**config.mk**
```make
export PLATFORM = sky130hd
export DESIGN_NAME = csplt_ctrl
export DESIGN_NICKNAME = d
export VERILOG_FILES = /design/src/hw/rtl/cardinal_spline_tessellator_unit_assert.svh /design/src/hw/rtl/csplt_pkg.sv /design/src/hw/rtl/csplt_ctrl.sv
export SDC_FILE = /design/constraint.sdc
export NUM_CORES = 1
export LEC_CHECK = 0
export BUFFER_PORTS_ARGS = -buffer_cell sky130_fd_sc_hd__buf_2
export CORE_UTILIZATION = 30
export CTS_BUF_LIST = sky130_fd_sc_hd__clkbuf_8
export CTS_CLUSTER_SIZE = 16
export DETAILED_ROUTE_END_ITERATION = 8
export PLACE_DENSITY = 0.54
export SYNTH_ARGS = -nofsm -noshare
export SYNTH_HDL_FRONTEND = slang
export SYNTH_SLANG_ARGS = --single-unit
```
**constraint.sdc**
```tcl
create_clock -name i_clk -period 3.1 [get_ports i_clk]
set_input_delay 0.31 -clock i_clk [delete_from_list [all_inputs] [get_ports i_clk]]
set_output_delay 0.31 -clock i_clk [all_outputs]
set_load 0.02 [all_outputs]
```
**src/hw/rtl/cardinal_spline_tessellator_unit_assert.svh**
```systemverilog
// Assertion macros for the cardinal spline tessellator.
// Both macros expect i_clk and i_rst_n in the scope where they are used.
`ifndef CARDINAL_SPLINE_TESSELLATOR_UNIT_ASSERT_SVH
`define CARDINAL_SPLINE_TESSELLATOR_UNIT_ASSERT_SVH

// Checks that a condition holds at every clock edge outside reset.
`define CSTU_ASSERT_ALWAYS(lbl, expr) \
    lbl: assert property (@(posedge i_clk) disable iff (!i_rst_n) (expr)) \
        else $error("cstu assertion failed");

// Checks that a condition in one cycle implies another in the next cycle.
`define CSTU_ASSERT_NEXT(lbl, ante, cons) \
    lbl: assert property (@(posedge i_clk) disable iff (!i_rst_n) (ante) |=> (cons)) \
        else $error("cstu assertion failed");

`endif

```
**src/hw/rtl/csplt_pkg.sv**
```systemverilog
// Shared types and constants for the cardinal spline tessellator.
// No dependencies; used by the controller, datapath, lane and top level.
`timescale 1ns / 1ps
`default_nettype none
package csplt_pkg;

    localparam int CW       = 24;       // coordinate width
    localparam int TW       = 16;       // tension width, Q1.15
    localparam int NW       = 6;        // step count width
    localparam int MW       = 18;       // width of the step count cubed
    localparam int AW       = 66;       // accumulator width
    localparam int SPW      = CW + TW + 1;
    localparam int TSH      = 15;       // tension one is 2^15
    localparam int DIV_LAST = CW - 1;

    localparam logic [NW-1:0] STEPS_RESET   = NW'(16);
    localparam logic [TW-1:0] TENSION_RESET = TW'(16384);
    localparam logic [NW-1:0] STEPS_MAX     = NW'(62);

    // Configuration register indexes
    localparam logic [1:0] CFG_STEPS   = 2'd0;
    localparam logic [1:0] CFG_TENSION = 2'd1;

    typedef enum logic [3:0] {
        S_IDLE,
        S_SCALE,
        S_COEF,
        S_MUL1,
        S_MUL2,
        S_MUL3,
        S_INIT,
        S_ROUND,
        S_PREP,
        S_DIV,
        S_EMIT,
        S_EMIT_CTL
    } t_state;

    typedef struct packed {
        logic take;
        logic scale;
        logic coef;
        logic mul1;
        logic mul2;
        logic mul3;
        logic init;
        logic round;
        logic prep;
        logic div;
        logic load_vtx;
        logic load_ctl;
        logic adv;
        logic shift;
    } t_cmd;

    typedef struct packed {
        logic          seg_start;
        logic          out_free;
        logic [NW-1:0] steps;
    } t_sts;

endpackage
`default_nettype wire

```
**src/hw/rtl/csplt_ctrl.sv**
```systemverilog
// Sequencing state machine for the tessellator.
// Depends on csplt_pkg for the state, command and status types.
`timescale 1ns / 1ps
`default_nettype none
module csplt_ctrl (
    input  logic             i_clk,
    input  logic             i_rst_n,
    input  logic             i_in_valid,
    input  csplt_pkg::t_sts  i_sts,
    output logic             o_in_ready,
    output csplt_pkg::t_cmd  o_cmd
);
    import csplt_pkg::*;

    t_state r_state, n_state;
    logic [NW-1:0] r_j;
    logic [4:0]    r_cnt;
    logic          seg_done;

    assign seg_done = (r_j == i_sts.steps);

    // Next state
    always_comb begin
        n_state = r_state;
        unique case (r_state)
            S_IDLE:     if (i_in_valid && i_sts.seg_start) n_state = S_SCALE;
            S_SCALE:    n_state = S_COEF;
            S_COEF:     n_state = S_MUL1;
            S_MUL1:     n_state = S_MUL2;
            S_MUL2:     n_state = S_MUL3;
            S_MUL3:     n_state = S_INIT;
            S_INIT:     n_state = S_ROUND;
            S_ROUND:    n_state = S_PREP;
            S_PREP:     n_state = S_DIV;
            S_DIV:      if (r_cnt == 5'(DIV_LAST)) n_state = S_EMIT;
            S_EMIT:     if (i_sts.out_free) n_state = seg_done ? S_EMIT_CTL : S_ROUND;
            S_EMIT_CTL: if (i_sts.out_free) n_state = S_IDLE;
            default:    n_state = S_IDLE;
        endcase
    end

    // Commands to the datapath
    always_comb begin
        o_cmd      = '0;
        o_in_ready = 1'b0;
        unique case (r_state)
            S_IDLE: begin
                o_in_ready = 1'b1;
                o_cmd.take = i_in_valid;
            end
            S_SCALE: o_cmd.scale = 1'b1;
            S_COEF:  o_cmd.coef  = 1'b1;
            S_MUL1:  o_cmd.mul1  = 1'b1;
            S_MUL2:  o_cmd.mul2  = 1'b1;
            S_MUL3:  o_cmd.mul3  = 1'b1;
            S_INIT:  o_cmd.init  = 1'b1;
            S_ROUND: o_cmd.round = 1'b1;
            S_PREP:  o_cmd.prep  = 1'b1;
            S_DIV:   o_cmd.div   = 1'b1;
            S_EMIT: begin
                o_cmd.load_vtx = i_sts.out_free;
                o_cmd.adv      = i_sts.out_free && !seg_done;
            end
            S_EMIT_CTL: begin
                o_cmd.load_ctl = i_sts.out_free;
                o_cmd.shift    = i_sts.out_free;
            end
            default: o_cmd = '0;
        endcase
    end

    // State, vertex index and divide step counter
    always_ff @(posedge i_clk) begin
        if (!i_rst_n) begin
            r_state <= S_IDLE;
            r_j     <= '0;
            r_cnt   <= '0;
        end else begin
            r_state <= n_state;
            if (r_state == S_INIT) r_j <= '0;
            else if (r_state == S_EMIT && i_sts.out_free) r_j <= r_j + 1'b1;
            if (r_state == S_PREP) r_cnt <= '0;
            else if (r_state == S_DIV) r_cnt <= r_cnt + 1'b1;
        end
    end

endmodule
`default_nettype wire

```
==> impl_metrics.yaml, run 1 <==
synth:
  synth-seq-cells: 15
  synthCells: 110
  syn-cell-area_um2: 933
  synth.area.top_cells: "dfxtp_1, xnor2_1, nor3_1"
  yosysMostFrequentCell: "dfxtp_1"
  synth_edf_count: 0
  yosysSeqAreaShare_pct: 32.2
  ys_types: 31
  yosys_warnings: 0
  syn_nets: 123
  yosys.area.top_type: "dfxtp_1"
  synth_top_area_share_pct: 32.2
  synth_flop_cell: "dfxtp_1"
  synth_area_per_cell_um2: 8.49
  async_flop_share_pct: 0
  synth_common_cells: "dfxtp_1, nor2_1, xnor2_1"
final_layout:
  drive_gt1_share_pct: 25.6
  nets: 147
  area_delta_synth_final_pct: 16.5
  antenna_cells: 0
  fin_util_pct: 38.1
  final_cells: 164
timing:
  worst_slew_pin_slew_ns: 0.566
  finalHoldViolCount: 0
  period_share_pct: 66.8
  setup_tns_ns: 0
  max_freq_ghz: 0.483
  layout_setup_ws_ns: 1.03
  period_needed_ns: 2.07
  relSlewSlack_pct: 62.0
  rsz0062_at_grt: "false"
  maxSlewViolCount: 0
  finalSetupViolCount: 0
  skew_ns: 0.00267
drt:
  ant_nets: 0
  via_per_inst: 5.29
  drtPass1Iterations: 6
  num_vias: 867
  wl_per_cell_um: 13.1
  drc: 1
  drtIter0Drc: 30
  drt-total-wl_um: 2150
die:
  die_w_um: 57.8
  rows: 19
  top_level_ports: 26
  initial_core_util_pct: 32.7
  die-area_mm2: 0.00334
  core_region_area_mm2: 0.00285
  fp.dieH_um: 57.8
critical_path:
  critPathMaxFanout: 13
  critPathArrivalTime_ns: 1.76
  required_ns: 2.79
  cp-start-kind: "register"
  end_kind: "output port"
  crit_type: "reg2out"
power:
  ir_drop_mv: 0.270
  powerDensity_mw_per_mm2: 408
  combinationalPowerShare_pct: 16.5
  leakage_nw: 0.435
  clkPwrFrac_pct: 35.8
  pwr-share-seq_pct: 47.7
  switching_power_mw: 0.131
  internal_power_mw: 0.313
  switching_share_pct: 29.5
global_route:
  grt_pass1_wl_um: 3590
  grt_max_degree: 14
  grt_pass1_vias: 838
  antenna_found_initial: 0
  track_usage_pct: 14.2
  grt-ovfl-total: 0
clocking:
  cts_root_buf: "clkbuf_8"
  clk_pin_slew_ns: 0.06
  cts_buffers: 3
  clk_latency_ns: 0.25
  h-tree-depth: 1
  post_cts_buffers: 0
  clock_path_buffers: 2
  clock-sinks: 15
  postCtsHoldBufs: 0
  tritoncts: "yes"
  cts_resized: 0
job:
  timing.max_cap.violations: 0
placement:
  hpwl_um: 1670
  dp_worst_setup_slack_ns: 1.30
  port_buffers: 25
  placedCellCount: 160
  gp_congestion: 0.825
hold_path:
  hold_path_class: "in2reg"
outcome:
  status: "complete, but fails checks"
  violations: "DRC"
## metal layers
layer,wire length [um],part of all wire [%],vias up,global-route usage (%)
li1,-,-,428,-
met1,1030,48,419,17.8
met2,1010,47,16,22.1
met3,91,4.2,4,5.13
met4,21,0.98,0,6.12
met5,0,0,-,0
## worst max-delay path, cell delays in order, from the launching register on
cell and delay, ns:
dfxtp_1 0.58, nand2b_1 0.28, nor3_4 0.33, o21a_1 0.16
buf_2 0.16
## final timing paths
check | start | to | slack, ns | depth (start not counted)
setup / recovery | r_state[3] | o_cmd[1] | 1.03 | 4
hold / removal | i_rst_n | r_state[3] | 0.36 | 2
setup reg to reg | r_state[3] | r_j[1] | 1.51 | 4
hold reg to reg | r_cnt[4] | r_cnt[4] | 0.54 | 2
## cell type report
cell class | instances | area [um^2]
Timing Repair Buffer | 25 | 125
Fill cell | 318 | 1770
Sequential cell | 15 | 300
Tap cell | 31 | 38.8
Clock buffer | 3 | 41.3
Clock inverter | 1 | 3.75
Multi-Input combinational cell | 85 | 563
Inverter | 4 | 15.0
## power by group through the flow
stage	logic, mW	registers [mW]	clock network [mW]
finish	0.0730	0.212	0.159
global route	0.0803	0.213	0.173
CTS	0.0734	0.211	0.164
detailed placement	0.0732	0.215	0
global placement	0.0727	0.214	0
floorplan	0.0625	0.204	0
## flip-flops by register name, summed over array words and instances, names as in the netlist
| signal | count |
|---|---|
| r_state | 4 |
| r_j | 6 |
| r_cnt | 5 |
## stage by stage
step                      total power [mW]  hold slack (ns)  instance area [um^2]
after floorplan                      0.266            0.438                   933
after global placement               0.287            0.503                  1040
after detailed placement             0.289            0.521                  1040
after CTS                            0.448            0.351                  1090
after global routing                 0.466            0.358                  1090
final                                0.443            0.359                  1090
## placed cells by master (no fill, tap or decap), drive strengths merged, types with 5 or more instances in the layout
master  count
buf        25
dfxtp      15
nor2       15
xnor2      13
nor3       13
nand2       8
nand2b      5
inv         5
nand4       5
## cell families after synthesis
group | count (synthesis) | synth area share [%]
simple gates | 54 | 33.0
fa+ha+maj | 2 | 2.68
mux | 2 | 2.14
flops | 15 | 32.2
xor+xnor | 15 | 14.1
compound gates | 12 | 8.44
buf+inv | 10 | 7.51
(Power assumes the default switching activity.)
==> run 2: changes to the inputs <==
--- a/config.mk
+++ b/config.mk
@@ -10,7 +10,7 @@
 export CTS_BUF_LIST = sky130_fd_sc_hd__clkbuf_8
 export CTS_CLUSTER_SIZE = 16
 export DETAILED_ROUTE_END_ITERATION = 8
-export PLACE_DENSITY = 0.54
+export PLACE_DENSITY = 0.56
 export SYNTH_ARGS = -nofsm -noshare
 export SYNTH_HDL_FRONTEND = slang
 export SYNTH_SLANG_ARGS = --single-unit
==> constraint.sdc (replaced) <==
create_clock -name i_clk -period 1.8 [get_ports i_clk]
set_input_delay 0.18 -clock i_clk [delete_from_list [all_inputs] [get_ports i_clk]]
set_output_delay 0.18 -clock i_clk [all_outputs]
set_load 0.02 [all_outputs]
==> impl_metrics.yaml, run 2 (synthesis gave the netlist of run 1 again) <==
timing:
  max_freq_ghz: 0.602
  worst_slew_pin_slew_ns: 0.496
  maxSlewViolCount: 0
  rsz0062_at_grt: "false"
  finalHoldViolCount: 0
  finalSetupViolCount: 0
  relSlewSlack_pct: 66.7
  period_share_pct: 92.3
  skew_ns: 0.00112
  period_needed_ns: 1.66
  holdWs_ns: 0.219
  setup_tns_ns: 0
die:
  top_level_ports: 26
  fp.dieH_um: 57.8
  core_region_area_mm2: 0.00285
  initial_core_util_pct: 32.7
  die_w_um: 57.8
  rows: 19
  die-area_mm2: 0.00334
hold_path:
  holdPathEnd: "r_state[3]"
  hold_path_depth: 2
  hold_path_class: "in2reg"
  min_from: "i_rst_n"
critical_path:
  required_ns: 1.62
  cp-start-kind: "register"
  critPathMaxFanout: 11
  worstReg2RegStart: "r_state[2]"
  end_kind: "output port"
  max_stage_delay_ns: 0.46
  crit_type: "reg2out"
  r2r_end: "r_j[2]"
  reg2reg_slack_ns: 0.38
  r2r_cells: 3
  slowest_stage: "nor4_1"
  critPathArrivalTime_ns: 1.48
  crit_chain: "nor4_1 > and2_1 > buf_2"
clocking:
  clock_path_buffers: 2
  cts_buffers: 3
  clk_latency_ns: 0.25
  h-tree-depth: 1
  clock-sinks: 15
  tritoncts: "yes"
  cts_root_buf: "clkbuf_8"
  clk_pin_slew_ns: 0.06
  postCtsHoldBufs: 0
final_layout:
  area_delta_synth_final_pct: 20.8
  regMostFlops: "r_j"
  drive_gt1_share_pct: 29.9
  antenna_cells: 0
  largest_reg_flops: 6
  final_cells: 168
  top_regs: "r_j x6, r_cnt x5, r_state x4"
  nets: 151
  layout_commonest_cell: "buf_2"
  fillers: 306
  final_cell_mix: "buf_2, nor2_1, xnor2_1, dfxtp_1, nor3_1"
global_route:
  track_usage_pct: 14.0
  grt_pass1_vias: 790
  grt-ovfl-total: 0
  antenna_found_initial: 0
  grt_max_degree: 14
  grt_pass1_wl_um: 3610
drt:
  drt-total-wl_um: 2080
  num_vias: 841
  wl_per_cell_um: 12.4
  ant_nets: 0
  drc: 0
  drtPass1Iterations: 6
  via_per_inst: 5.01
  drtIter0Drc: 34
power:
  power.total_mw: 0.769
  leakage_nw: 0.459
  powerDensity_mw_per_mm2: 682
  ir_drop_mv: 0.435
placement:
  hpwl_um: 1600
  placedCellCount: 162
  port_buffers: 25
  gp_congestion: 0.820
job:
  timing.max_cap.violations: 0
outcome:
  status: "finished clean"
-- run 2: per-stage QoR --
stage / setup slack, ns / cell area (um^2) / util [%]
5_1_grt: 0.0306 / 1130 / 39.5
2_1_floorplan: 0.00947 / 933 / -
6_report: 0.139 / 1130 / 39.5
3_3_place_gp: 0.319 / 1060 / 37.1
4_1_cts: 0.0412 / 1100 / 38.7
3_5_place_dp: 0.261 / 1060 / 37.1
-- run 2: critical path, delay by kind of cell (launching register included) --
kind / cells / cell delay (ns)
buffers and inverters: 1 / 0.16
flip-flops: 1 / 0.41
AND/OR/NAND/NOR: 2 / 0.65
-- run 2: what timing repair did --
action,in CTS,in global routing
gates cloned,0,0
resized for setup,1,3
endpoints found under the setup margin,1,5
buffers inserted,0,2
pin swaps,1,1
-- run 2: routing by layer --
| metal | vias to the layer above | part of all wire [%] | GRT usage (%) |
|---|---|---|---|
| li1 | 439 | - | - |
| met1 | 381 | 48 | 18.4 |
| met2 | 19 | 46 | 21.3 |
| met3 | 2 | 5.3 | 4.91 |
| met4 | 0 | 0.43 | 4.76 |
| met5 | - | 0 | 0 |
-- run 2: area by class of cell --
cell class,instances,area (um^2),share of cell area [%]
inverter,4,15.0,1.33
sequential,15,303,26.9
tap,31,38.8,3.44
timing repair buffer,29,155,13.8
clock inverter,1,3.75,0.333
multi-input combinational,85,571,50.6
clock buffer,3,41.3,3.66
-- run 2: how the worst max path moves through the flow --
stage          startpoint        end  slack [ns]  cells past startpoint
3_3_place_gp   r_state[2]   o_cmd[1]        0.32                      4
2_1_floorplan  r_state[0]  o_cmd[13]       0.009                      3
4_1_cts        r_state[2]   o_cmd[1]        0.04                      4
6_report       r_state[2]  o_cmd[13]        0.14                      3
5_1_grt        r_state[2]  o_cmd[13]        0.03                      3
3_5_place_dp   r_state[3]   o_cmd[1]        0.26                      4
-- run 2: where the power goes --
group | internal [mW] | switching (mW)
Combinational | 0.0526 | 0.0878
Sequential | 0.340 | 0.0161
Clock | 0.151 | 0.121
